[config.mk]
export PLATFORM = sky130hd
export DESIGN_NAME = polygon_area_perimeter_top_flat
export DESIGN_NICKNAME = d
export VERILOG_FILES = /design/src/rtl/core/pap_pkg.sv /design/src/rtl/core/pap_ifs.sv /design/src/rtl/core/pap_useq.sv /design/src/rtl/core/pap_dpath.sv /design/src/rtl/core/polygon_area_perimeter_top.sv /design/src/flat_wrapper.sv
export SDC_FILE = /design/constraint.sdc
export NUM_CORES = 2
export LEC_CHECK = 0
export BUFFER_PORTS_ARGS = -buffer_cell sky130_fd_sc_hd__buf_4
export CELL_PAD_IN_SITES_DETAIL_PLACEMENT = 0
export CELL_PAD_IN_SITES_GLOBAL_PLACEMENT = 1
export CORE_MARGIN = 2
export CORE_UTILIZATION = 55
export CTS_CLUSTER_DIAMETER = 30
export DETAILED_ROUTE_END_ITERATION = 10
export GPL_TIMING_DRIVEN = 0
export PLACE_DENSITY = 0.87
export SYNTH_ARGS = -nofsm -noshare
export SYNTH_HDL_FRONTEND = slang
export SYNTH_SLANG_ARGS = --single-unit
[constraint.sdc]
create_clock -name i_clk -period 21.5 [get_ports i_clk]
set_input_delay 6.45 -clock i_clk [delete_from_list [all_inputs] [get_ports i_clk]]
set_output_delay 6.45 -clock i_clk [all_outputs]
set_load 0.05 [all_outputs]
[src/rtl/core/pap_pkg.sv]
// Shared types, constants and microcode program of the polygon area block.
// No dependencies.
`default_nettype none

package pap_pkg;

    localparam int CROSS_W = 59;
    localparam int LEN_W   = 35;
    localparam int AREA_W  = 58;
    localparam int PC_W    = 4;

    localparam logic [PC_W-1:0] ST_WAIT  = 4'd0;
    localparam logic [PC_W-1:0] ST_EDGE  = 4'd1;
    localparam logic [PC_W-1:0] ST_MUL2  = 4'd2;
    localparam logic [PC_W-1:0] ST_MUL3  = 4'd3;
    localparam logic [PC_W-1:0] ST_MUL4  = 4'd4;
    localparam logic [PC_W-1:0] ST_RINIT = 4'd5;
    localparam logic [PC_W-1:0] ST_ROOT  = 4'd6;
    localparam logic [PC_W-1:0] ST_COMMIT = 4'd7;
    localparam logic [PC_W-1:0] ST_EMIT  = 4'd8;
    localparam logic [PC_W-1:0] ST_CLOSE = 4'd9;

    localparam logic [1:0] M_AXBY = 2'd0;
    localparam logic [1:0] M_AYBX = 2'd1;
    localparam logic [1:0] M_DXDX = 2'd2;
    localparam logic [1:0] M_DYDY = 2'd3;

    localparam logic [2:0] ACC_NONE   = 3'd0;
    localparam logic [2:0] ACC_T_LOAD = 3'd1;
    localparam logic [2:0] ACC_T_SUB  = 3'd2;
    localparam logic [2:0] ACC_R_LOAD = 3'd3;
    localparam logic [2:0] ACC_R_ADD  = 3'd4;

    localparam logic [2:0] C_NEXT     = 3'd0;
    localparam logic [2:0] C_LOOP     = 3'd1;
    localparam logic [2:0] C_DISPATCH = 3'd2;
    localparam logic [2:0] C_CLOSE    = 3'd3;
    localparam logic [2:0] C_EMIT     = 3'd4;

    typedef struct packed {
        logic            dif;
        logic            mul_en;
        logic [1:0]      msel;
        logic [2:0]      acc;
        logic            sq_step;
        logic            commit;
        logic [2:0]      cond;
        logic [PC_W-1:0] target;
    } t_uword;

    typedef struct packed {
        t_uword uw;
        logic   accept;
        logic   close_load;
        logic   emit;
    } t_ctrl;

    typedef struct packed {
        logic count_zero;
        logic count_full;
        logic fin;
        logic closing;
        logic sq_last;
        logic out_free;
    } t_stat;

    function automatic t_uword ucode_rom(input logic [PC_W-1:0] pc);
        t_uword w;
        unique case (pc)
            ST_WAIT:   w = '{1'b0, 1'b0, M_AXBY, ACC_NONE,   1'b0, 1'b0, C_DISPATCH, ST_EDGE};
            ST_EDGE:   w = '{1'b1, 1'b1, M_AXBY, ACC_NONE,   1'b0, 1'b0, C_NEXT,     ST_WAIT};
            ST_MUL2:   w = '{1'b0, 1'b1, M_AYBX, ACC_T_LOAD, 1'b0, 1'b0, C_NEXT,     ST_WAIT};
            ST_MUL3:   w = '{1'b0, 1'b1, M_DXDX, ACC_T_SUB,  1'b0, 1'b0, C_NEXT,     ST_WAIT};
            ST_MUL4:   w = '{1'b0, 1'b1, M_DYDY, ACC_R_LOAD, 1'b0, 1'b0, C_NEXT,     ST_WAIT};
            ST_RINIT:  w = '{1'b0, 1'b0, M_AXBY, ACC_R_ADD,  1'b0, 1'b0, C_NEXT,     ST_WAIT};
            ST_ROOT:   w = '{1'b0, 1'b0, M_AXBY, ACC_NONE,   1'b1, 1'b0, C_LOOP,     ST_ROOT};
            ST_COMMIT: w = '{1'b0, 1'b0, M_AXBY, ACC_NONE,   1'b0, 1'b1, C_CLOSE,    ST_EDGE};
            ST_EMIT:   w = '{1'b0, 1'b0, M_AXBY, ACC_NONE,   1'b0, 1'b0, C_EMIT,     ST_WAIT};
            ST_CLOSE:  w = '{1'b0, 1'b0, M_AXBY, ACC_NONE,   1'b0, 1'b0, C_CLOSE,    ST_EDGE};
            default:   w = '{1'b0, 1'b0, M_AXBY, ACC_NONE,   1'b0, 1'b0, C_DISPATCH, ST_EDGE};
        endcase
        return w;
    endfunction

endpackage

`default_nettype wire

[src/rtl/core/pap_ifs.sv]
// Valid/ready channel interfaces: vertex requests in, result requests out.
// Depends on pap_pkg for the result field widths.
`default_nettype none

interface pap_vtx_if #(
    parameter int COORD_BITS = 24
) ();
    logic                         valid;
    logic                         ready;
    logic signed [COORD_BITS-1:0] vertex_x;
    logic signed [COORD_BITS-1:0] vertex_y;
    logic                         final_vertex;

    modport source (output valid, output vertex_x, output vertex_y, output final_vertex,
                    input ready);
    modport sink   (input valid, input vertex_x, input vertex_y, input final_vertex,
                    output ready);
endinterface

interface pap_res_if import pap_pkg::*; ();
    logic                valid;
    logic                ready;
    logic [AREA_W-1:0]   area_value;
    logic [LEN_W-1:0]    perimeter_value;
    logic                overflow_flag;

    modport source (output valid, output area_value, output perimeter_value,
                    output overflow_flag, input ready);
    modport sink   (input valid, input area_value, input perimeter_value,
                    input overflow_flag, output ready);
endinterface

`default_nettype wire

[src/rtl/core/pap_useq.sv]
// Microcode sequencer: step counter, program table read, jump decisions.
// Depends on pap_pkg.
`default_nettype none

module pap_useq import pap_pkg::*; (
    input  wire   i_clk,
    input  wire   i_rst_n,
    input  wire   i_in_valid,
    input  t_stat i_stat,
    output logic  o_in_ready,
    output t_ctrl o_ctrl
);

    logic [PC_W-1:0] r_pc;
    logic [PC_W-1:0] n_pc;
    t_uword          uw;

    assign uw         = ucode_rom(r_pc);
    assign o_in_ready = (uw.cond == C_DISPATCH);

    always_comb begin
        o_ctrl.uw         = uw;
        o_ctrl.accept     = (uw.cond == C_DISPATCH) && i_in_valid;
        o_ctrl.close_load = (uw.cond == C_CLOSE) && i_stat.fin && !i_stat.closing;
        o_ctrl.emit       = (uw.cond == C_EMIT) && i_stat.out_free;
    end

    always_comb begin
        n_pc = r_pc;
        unique case (uw.cond)
            C_NEXT:  n_pc = r_pc + 1'b1;
            C_LOOP:  n_pc = i_stat.sq_last ? r_pc + 1'b1 : uw.target;
            C_DISPATCH: begin
                if (i_in_valid) begin
                    n_pc = (i_stat.count_zero || i_stat.count_full) ? ST_CLOSE : uw.target;
                end
            end
            C_CLOSE: begin
                if (i_stat.fin && !i_stat.closing) begin
                    n_pc = uw.target;
                end else if (i_stat.fin) begin
                    n_pc = ST_EMIT;
                end else begin
                    n_pc = ST_WAIT;
                end
            end
            C_EMIT:  n_pc = i_stat.out_free ? ST_WAIT : r_pc;
            default: n_pc = ST_WAIT;
        endcase
    end

    always_ff @(posedge i_clk) begin
        if (!i_rst_n) begin
            r_pc <= ST_WAIT;
        end else begin
            r_pc <= n_pc;
        end
    end

endmodule

`default_nettype wire

[src/rtl/core/pap_dpath.sv]
// Datapath: vertex registers, shared multiplier, root unit, sums, result register.
// Depends on pap_pkg; driven by pap_useq.
`default_nettype none

module pap_dpath import pap_pkg::*; #(
    parameter int MAX_VERTICES = 1024,
    parameter int COORD_BITS   = 24
) (
    input  wire                          i_clk,
    input  wire                          i_rst_n,
    input  t_ctrl                        i_ctrl,
    input  wire signed [COORD_BITS-1:0]  i_vtx_x,
    input  wire signed [COORD_BITS-1:0]  i_vtx_y,
    input  wire                          i_vtx_final,
    input  wire                          i_out_ready,
    output t_stat                        o_stat,
    output logic                         o_out_valid,
    output logic [AREA_W-1:0]            o_area,
    output logic [LEN_W-1:0]             o_perim,
    output logic                         o_ovf
);

    localparam int CW   = COORD_BITS;
    localparam int MW   = CW + 1;
    localparam int PW   = 2 * MW;
    localparam int TW   = 2 * CW + 1;
    localparam int SW   = ((TW > CROSS_W) ? TW : CROSS_W) + 1;
    localparam int NP   = CW + 1;
    localparam int REMW = NP + 2;
    localparam int SQW  = $clog2(NP + 1);
    localparam int CNTW = $clog2(MAX_VERTICES + 1);
    localparam int LSW  = LEN_W + 1;

    localparam logic signed [SW-1:0] C_MAX = {{(SW-CROSS_W+1){1'b0}}, {(CROSS_W-1){1'b1}}};
    localparam logic signed [SW-1:0] C_MIN = {{(SW-CROSS_W+1){1'b1}}, {(CROSS_W-1){1'b0}}};

    t_uword uw;
    assign uw = i_ctrl.uw;

    logic signed [CW-1:0]      r_first_x, r_first_y, r_prev_x, r_prev_y;
    logic signed [CW-1:0]      r_ax, r_ay, r_bx, r_by;
    logic [CW-1:0]             r_dx, r_dy;
    logic signed [PW-1:0]      r_prod;
    logic signed [TW-1:0]      r_t;
    logic [PW-1:0]             r_rad;
    logic [REMW-1:0]           r_rem;
    logic [NP-1:0]             r_root;
    logic [SQW-1:0]            r_sq_cnt;
    logic signed [CROSS_W-1:0] r_cross;
    logic [LEN_W-1:0]          r_len;
    logic [CNTW-1:0]           r_count;
    logic                      r_overflow;
    logic                      r_fin;
    logic                      r_closing;
    logic                      r_out_valid;
    logic [AREA_W-1:0]         r_area;
    logic [LEN_W-1:0]          r_perim;
    logic                      r_ovf;

    logic signed [MW-1:0]      dx_s, dy_s;
    logic [MW-1:0]             dx_mag, dy_mag;
    logic signed [MW-1:0]      mul_a, mul_b;
    logic signed [PW-1:0]      mul_p;
    logic [1:0]                pair;
    logic [REMW-1:0]           rem_sh, trial;
    logic signed [SW-1:0]      cross_ext;
    logic signed [CROSS_W-1:0] n_cross;
    logic [LSW-1:0]            len_ext;
    logic [LEN_W-1:0]          n_len;
    logic [CROSS_W-1:0]        cross_mag;
    logic [AREA_W-1:0]         area_sat;
    logic                      count_zero, count_full;

    assign count_zero = (r_count == '0);
    assign count_full = (r_count == CNTW'(MAX_VERTICES));

    always_comb begin
        o_stat.count_zero = count_zero;
        o_stat.count_full = count_full;
        o_stat.fin        = r_fin;
        o_stat.closing    = r_closing;
        o_stat.sq_last    = (r_sq_cnt == SQW'(1));
        o_stat.out_free   = !r_out_valid || i_out_ready;
    end

    assign dx_s   = {r_bx[CW-1], r_bx} - {r_ax[CW-1], r_ax};
    assign dy_s   = {r_by[CW-1], r_by} - {r_ay[CW-1], r_ay};
    assign dx_mag = dx_s[MW-1] ? (~dx_s + 1'b1) : dx_s;
    assign dy_mag = dy_s[MW-1] ? (~dy_s + 1'b1) : dy_s;

    always_comb begin
        unique case (uw.msel)
            M_AXBY: begin
                mul_a = {r_ax[CW-1], r_ax};
                mul_b = {r_by[CW-1], r_by};
            end
            M_AYBX: begin
                mul_a = {r_ay[CW-1], r_ay};
                mul_b = {r_bx[CW-1], r_bx};
            end
            M_DXDX: begin
                mul_a = {1'b0, r_dx};
                mul_b = {1'b0, r_dx};
            end
            M_DYDY: begin
                mul_a = {1'b0, r_dy};
                mul_b = {1'b0, r_dy};
            end
            default: begin
                mul_a = '0;
                mul_b = '0;
            end
        endcase
    end

    assign mul_p = mul_a * mul_b;

    // one radicand bit pair per step
    assign pair   = r_rad[PW-1 -: 2];
    assign rem_sh = {r_rem[REMW-3:0], pair};
    assign trial  = {r_root, 2'b01};

    // saturating sums
    assign cross_ext = {{(SW-CROSS_W){r_cross[CROSS_W-1]}}, r_cross}
                     + {{(SW-TW){r_t[TW-1]}}, r_t};
    always_comb begin
        if (cross_ext > C_MAX) begin
            n_cross = C_MAX[CROSS_W-1:0];
        end else if (cross_ext < C_MIN) begin
            n_cross = C_MIN[CROSS_W-1:0];
        end else begin
            n_cross = cross_ext[CROSS_W-1:0];
        end
    end

    assign len_ext = {1'b0, r_len} + {{(LSW-NP){1'b0}}, r_root};
    assign n_len   = len_ext[LEN_W] ? {LEN_W{1'b1}} : len_ext[LEN_W-1:0];

    assign cross_mag = r_cross[CROSS_W-1] ? (~r_cross + 1'b1) : r_cross;
    assign area_sat  = cross_mag[CROSS_W-1] ? {AREA_W{1'b1}} : cross_mag[AREA_W-1:0];

    // control state
    always_ff @(posedge i_clk) begin
        if (!i_rst_n) begin
            r_count     <= '0;
            r_overflow  <= 1'b0;
            r_cross     <= '0;
            r_len       <= '0;
            r_fin       <= 1'b0;
            r_closing   <= 1'b0;
            r_out_valid <= 1'b0;
            r_sq_cnt    <= '0;
        end else begin
            if (i_ctrl.accept) begin
                r_fin     <= i_vtx_final;
                r_closing <= 1'b0;
                if (count_zero) begin
                    r_count <= CNTW'(1);
                end else if (!count_full) begin
                    r_count <= r_count + 1'b1;
                end else begin
                    r_overflow <= 1'b1;
                end
            end
            if (i_ctrl.close_load) begin
                r_closing <= 1'b1;
            end
            if (uw.acc == ACC_R_ADD) begin
                r_sq_cnt <= SQW'(NP);
            end else if (uw.sq_step) begin
                r_sq_cnt <= r_sq_cnt - 1'b1;
            end
            if (uw.commit) begin
                r_cross <= n_cross;
                r_len   <= n_len;
            end
            if (i_ctrl.emit) begin
                r_out_valid <= 1'b1;
                r_count     <= '0;
                r_overflow  <= 1'b0;
                r_cross     <= '0;
                r_len       <= '0;
                r_fin       <= 1'b0;
            end else if (i_out_ready) begin
                r_out_valid <= 1'b0;
            end
        end
    end

    // payload
    always_ff @(posedge i_clk) begin
        if (i_ctrl.accept) begin
            if (count_zero) begin
                r_first_x <= i_vtx_x;
                r_first_y <= i_vtx_y;
                r_prev_x  <= i_vtx_x;
                r_prev_y  <= i_vtx_y;
            end else if (!count_full) begin
                r_ax     <= r_prev_x;
                r_ay     <= r_prev_y;
                r_bx     <= i_vtx_x;
                r_by     <= i_vtx_y;
                r_prev_x <= i_vtx_x;
                r_prev_y <= i_vtx_y;
            end
        end
        if (i_ctrl.close_load) begin
            r_ax <= r_prev_x;
            r_ay <= r_prev_y;
            r_bx <= r_first_x;
            r_by <= r_first_y;
        end
        if (uw.dif) begin
            r_dx <= dx_mag[CW-1:0];
            r_dy <= dy_mag[CW-1:0];
        end
        if (uw.mul_en) begin
            r_prod <= mul_p;
        end
        unique case (uw.acc)
            ACC_T_LOAD: r_t <= r_prod[TW-1:0];
            ACC_T_SUB:  r_t <= r_t - r_prod[TW-1:0];
            ACC_R_LOAD: r_rad <= r_prod;
            ACC_R_ADD: begin
                r_rad  <= r_rad + r_prod;
                r_rem  <= '0;
                r_root <= '0;
            end
            default: begin
            end
        endcase
        if (uw.sq_step) begin
            r_rad <= {r_rad[PW-3:0], 2'b00};
            if (rem_sh >= trial) begin
                r_rem  <= rem_sh - trial;
                r_root <= {r_root[NP-2:0], 1'b1};
            end else begin
                r_rem  <= rem_sh;
                r_root <= {r_root[NP-2:0], 1'b0};
            end
        end
        if (i_ctrl.emit) begin
            r_area  <= area_sat;
            r_perim <= r_len;
            r_ovf   <= r_overflow;
        end
    end

    assign o_out_valid = r_out_valid;
    assign o_area      = r_area;
    assign o_perim     = r_perim;
    assign o_ovf       = r_ovf;

endmodule

`default_nettype wire

[src/rtl/core/polygon_area_perimeter_top.sv]
// Polygon area and perimeter: takes one vertex request per item, COORD_BITS signed
// coordinates, and returns one result request on the vertex marked final. The
// first vertex of a polygon is only stored; every further vertex is accepted and
// then passes through four products on the single shared multiplier, the sum of the
// radicand, COORD_BITS+1 steps of the square-root loop at one radicand bit pair per
// cycle, and one commit into the sums, before the next vertex is taken. The final
// vertex adds the closing edge through the same steps and then loads the result
// register, which holds the result while the next polygon's vertices are taken;
// that load, and with it the vertex input, waits for as long as the previous result
// is still held unaccepted.
// Vertices beyond MAX_VERTICES are dropped and flagged in the result.
// Depends on pap_pkg, pap_ifs, pap_useq and pap_dpath.
`default_nettype none

module polygon_area_perimeter_top import pap_pkg::*; #(
    parameter int MAX_VERTICES = 1024,
    parameter int COORD_BITS   = 24
) (
    input  wire        i_clk,
    input  wire        i_rst_n,
    pap_vtx_if.sink    i_vtx,
    pap_res_if.source  o_res
);

    t_ctrl ctrl;
    t_stat stat;
    logic  in_ready;

    pap_useq u_useq (
        .i_clk      (i_clk),
        .i_rst_n    (i_rst_n),
        .i_in_valid (i_vtx.valid),
        .i_stat     (stat),
        .o_in_ready (in_ready),
        .o_ctrl     (ctrl)
    );

    pap_dpath #(
        .MAX_VERTICES (MAX_VERTICES),
        .COORD_BITS   (COORD_BITS)
    ) u_dpath (
        .i_clk       (i_clk),
        .i_rst_n     (i_rst_n),
        .i_ctrl      (ctrl),
        .i_vtx_x     (i_vtx.vertex_x),
        .i_vtx_y     (i_vtx.vertex_y),
        .i_vtx_final (i_vtx.final_vertex),
        .i_out_ready (o_res.ready),
        .o_stat      (stat),
        .o_out_valid (o_res.valid),
        .o_area      (o_res.area_value),
        .o_perim     (o_res.perimeter_value),
        .o_ovf       (o_res.overflow_flag)
    );

    assign i_vtx.ready = in_ready;

endmodule

`default_nettype wire

[src/flat_wrapper.sv]
// flat-port wrapper written by rule: the top's interface ports become plain ports
module polygon_area_perimeter_top_flat import pap_pkg::*;
#(
    parameter int MAX_VERTICES = 1024,
    parameter int COORD_BITS   = 24
)
  (i_clk, i_rst_n, i_vtx_valid, i_vtx_vertex_x, i_vtx_vertex_y, i_vtx_final_vertex, i_vtx_ready, o_res_valid, o_res_area_value, o_res_perimeter_value, o_res_overflow_flag, o_res_ready);
  pap_vtx_if #(.COORD_BITS(COORD_BITS)) i_vtx_i ();
  pap_res_if o_res_i ();
  input  wire i_clk;
  input  wire i_rst_n;
  input wire logic [$bits(i_vtx_i.valid)-1:0] i_vtx_valid;
  input wire logic [$bits(i_vtx_i.vertex_x)-1:0] i_vtx_vertex_x;
  input wire logic [$bits(i_vtx_i.vertex_y)-1:0] i_vtx_vertex_y;
  input wire logic [$bits(i_vtx_i.final_vertex)-1:0] i_vtx_final_vertex;
  output wire logic [$bits(i_vtx_i.ready)-1:0] i_vtx_ready;
  output wire logic [$bits(o_res_i.valid)-1:0] o_res_valid;
  output wire logic [$bits(o_res_i.area_value)-1:0] o_res_area_value;
  output wire logic [$bits(o_res_i.perimeter_value)-1:0] o_res_perimeter_value;
  output wire logic [$bits(o_res_i.overflow_flag)-1:0] o_res_overflow_flag;
  input wire logic [$bits(o_res_i.ready)-1:0] o_res_ready;
  assign i_vtx_i.valid = i_vtx_valid;
  assign i_vtx_i.vertex_x = i_vtx_vertex_x;
  assign i_vtx_i.vertex_y = i_vtx_vertex_y;
  assign i_vtx_i.final_vertex = i_vtx_final_vertex;
  assign i_vtx_ready = i_vtx_i.ready;
  assign o_res_valid = o_res_i.valid;
  assign o_res_area_value = o_res_i.area_value;
  assign o_res_perimeter_value = o_res_i.perimeter_value;
  assign o_res_overflow_flag = o_res_i.overflow_flag;
  assign o_res_i.ready = o_res_ready;
  polygon_area_perimeter_top #(.MAX_VERTICES(MAX_VERTICES), .COORD_BITS(COORD_BITS)) u_core (.i_clk(i_clk), .i_rst_n(i_rst_n), .i_vtx(i_vtx_i), .o_res(o_res_i));
endmodule
==> out/qor.txt <==
Top-area cell type share of the netlist area = 25.24%
Yosys warnings = 0
Nets = 8081
H-tree depth = 4
Sequential cell area fraction in the yosys report = 29.36%
Reg2reg end = u_core.u_dpath.r_prod[46]$_DFFE_PP_
Crit. Startpoint = u_core.u_useq.uw[10]$_SDFF_PP0_
Yosys cell types = 78
Layout cells sized above 1 = 8.115%
Layout Cells excl Fill = 8598
Synthesized flop and latch total = 661
Die Span Y = 342.9 um
Fmax achieved = 0.08014 GHz
Number of global-route vias before repair = 50917
CP top delay family = adder cells
GR peak layer = met2
TNS Setup = 0 ns
Core area = 0.1142 mm2
Routed Antenna Nets = 0
Vias per cell = 5.807
First-pass GRT wire length = 296100 um
Placed Instances = 8321
Final min period = 12.48 ns
Max-slew headroom at the worst pin = -5.241%
Worst Skew = 0.03391 ns
Worst path max stage delay = 1.19 ns
Syn_area_per_cell = 9.513 um2
Maximum capacitance violations = 3
Synth area leader = edfxtp_1
RSZ-0062 raised after global routing = no
Clk_lat worst skew = 0.77 ns
Synth area leaders = edfxtp_1 (25%), fa_1 (21%), ha_1 (8.0%)
I/O Buffers = 148
DR iter-0 viols = 3765
Clock sink count = 661
R2R Setup Slk = 9.02 ns
Initial Utilization = 55.33%
Clock Root Buffer = clkbuf_16
CP max FO = 10
Max-slew violations = 16
Io pins = 149
Critical Path End = u_core.u_dpath.r_prod[46]$_DFFE_PP_
Largest net degree at the start of global routing = 85
Num rows = 124
Number of enable flip-flop cells after synthesis = 531
Worst reg-to-reg path cell count = 33
CTS Hold Bufs = 0
Global-route met2 utilization = 54.45%
Most common cell in the netlist = inv_1
DP Wirelength = 156000 um
Status = finished, violations left
Final-report hold violation count = 0
Die footprint = 0.1176 mm2
Cells after Synth = 6642
Mapped cell area = 0.06318 mm2
Gpl congestion = 1.040
Top cells by count, synth = inv_1 (869), fa_1 (664), nor2_1 (663)
Failing checks = max-capacitance violations, max-slew violations
# diodes = 0
CTS tree = done
CTS clk-pin slew, worst paths = 0.05 ns
GR Overflow Total = 0
1st-pass router iterations = 5
Post-CTS Setup Inserts = 0
Synth Flop Type = edfxtp_1
Antenna violations before repair = 2
Crit end category = flip-flop
Wirelength, routed = 193100 um
Die W = 342.9 um
Drc violations = 0
Area Overhead vs Synth = 13.82%
Worst path bufs/invs = 12
Min-delay worst type = reg2reg
Final setup viols = 0
Measured slew at the worst slew-check pin = 1.579 ns
Crit Path Category = reg2reg
Slowest CP cell = o31ai_1
Num CTS Buffers = 148
Crit share post-route = 58.04%
Worst r2r src = u_core.u_useq.uw[10]$_SDFF_PP0_
Crit path depth = 33
Post_cts resized = 0
Critical Path AT = 12.96 ns
# fillers = 9616
DR vias = 49927
WP data required = 21.98 ns
M3 GR Usage = 5.496%
Synthesized net count = 7764
Max Buffers Root-to-Sink = 3
Startpoint Class = flip-flop
GRT met1 Usage = 42.03%
Routed len/inst = 22.46 um
Overall Global Routing Usage = 33.23%
Async set-reset flop share out of synthesis = 0%
-- metal layers --
metal	wire length (um)	part of all wire, %	vias to the layer above
met1	78310	41	24278
met5	13	0.0067	-
li1	-	-	23221
met4	12050	6.2	2
met2	89820	47	1920
met3	12890	6.7	506
-- registers in the layout, summed over array words and instances (netlist names), 25 cells and up --
register	flops
u_core.u_dpath.o_area	58
u_core.u_dpath.o_perim	35
u_core.u_dpath.r_cross	59
u_core.u_dpath.r_len	35
u_core.u_dpath.r_prod	50
u_core.u_dpath.r_rad	50
u_core.u_dpath.r_rem	25
u_core.u_dpath.r_root	25
u_core.u_dpath.r_t	49
-- worst min-delay path by stage --
stage                                           from                           endpoint  slack (ns)  depth (start not counted)
6_report        u_core.u_dpath.r_prev_y[2]$_DFFE_PP_   u_core.u_dpath.r_ay[2]$_DFFE_PP_        0.41                          0
3_5_place_dp   u_core.u_dpath.r_prev_x[10]$_DFFE_PP_  u_core.u_dpath.r_ax[10]$_DFFE_PP_        0.40                          0
2_1_floorplan   u_core.u_dpath.r_prev_x[0]$_DFFE_PP_   u_core.u_dpath.r_ax[0]$_DFFE_PP_        0.40                          0
3_3_place_gp   u_core.u_dpath.r_prev_y[16]$_DFFE_PP_  u_core.u_dpath.r_ay[16]$_DFFE_PP_        0.40                          0
4_1_cts         u_core.u_dpath.r_prev_y[2]$_DFFE_PP_   u_core.u_dpath.r_ay[2]$_DFFE_PP_        0.41                          0
5_1_grt         u_core.u_dpath.r_prev_y[0]$_DFFE_PP_   u_core.u_dpath.r_ay[0]$_DFFE_PP_        0.42                          0
-- layout make-up --
| type | instances | area (um2) | share of cell area [%] |
|---|---|---|---|
| Clock inverter | 112 | 1528 | 2.124 |
| Sequential cell | 661 | 18550 | 25.79 |
| Timing Repair Buffer | 167 | 1384 | 1.924 |
| Buffer | 278 | 1082 | 1.505 |
| Clock buffer | 165 | 3820 | 5.312 |
| Multi-Input combinational cell | 4834 | 40400 | 56.17 |
| Inverter | 869 | 3264 | 4.539 |
| Tap cell | 1512 | 1892 | 2.631 |
-- cell families after synthesis --
group	after synthesis	synth area share [%]
mux	93	2.113
fa+ha+maj	1069	29.06
simple gates	1854	13.12
xor+xnor	384	5.323
flops	661	29.36
buf+inv	1147	6.875
compound gates	1434	14.16
-- layout by cell type, fill, tap and decap left out, types with 16 or more instances in the layout --
master and count:
a21o_1 162, dfxtp_1 128, clkbuf_1 264, mux2_2 53, bufinv_16 19, nor2b_1 56, and3_1 51, and2_1 53
nor3_1 61, a211oi_1 38, mux4_2 27, xnor2_1 198, ha_1 405, o31ai_1 54, inv_1 868, o41ai_1 24
a21oi_1 426, xor2_1 186, o21bai_1 47, o21ai_0 367, buf_1 22, nand4_1 48, nand3_1 77, or3_1 35
fa_1 664, o21a_1 49, edfxtp_1 531, or2_2 16, nor2_1 661, nand2b_1 62, nand2_1 649, o31a_1 38
o211ai_1 41, a31oi_1 53, buf_4 157, clkbuf_16 150
-- through the flow --
stage	area (um2)	utilization, %	worst slack [ns]	hold WS (ns)
CTS	71920	62.98	9.215	0.4102
floorplan	63180	-	11.86	0.4003
global route	71920	62.98	8.706	0.4201
finish	71920	62.98	9.022	0.4081
global placement	66190	57.96	9.353	0.4010
detailed placement	66570	58.30	9.253	0.4045
Power is left out: the tool's default activity adds up to more than one toggle a clock period on the data nets, which glitch-free logic cannot reach.
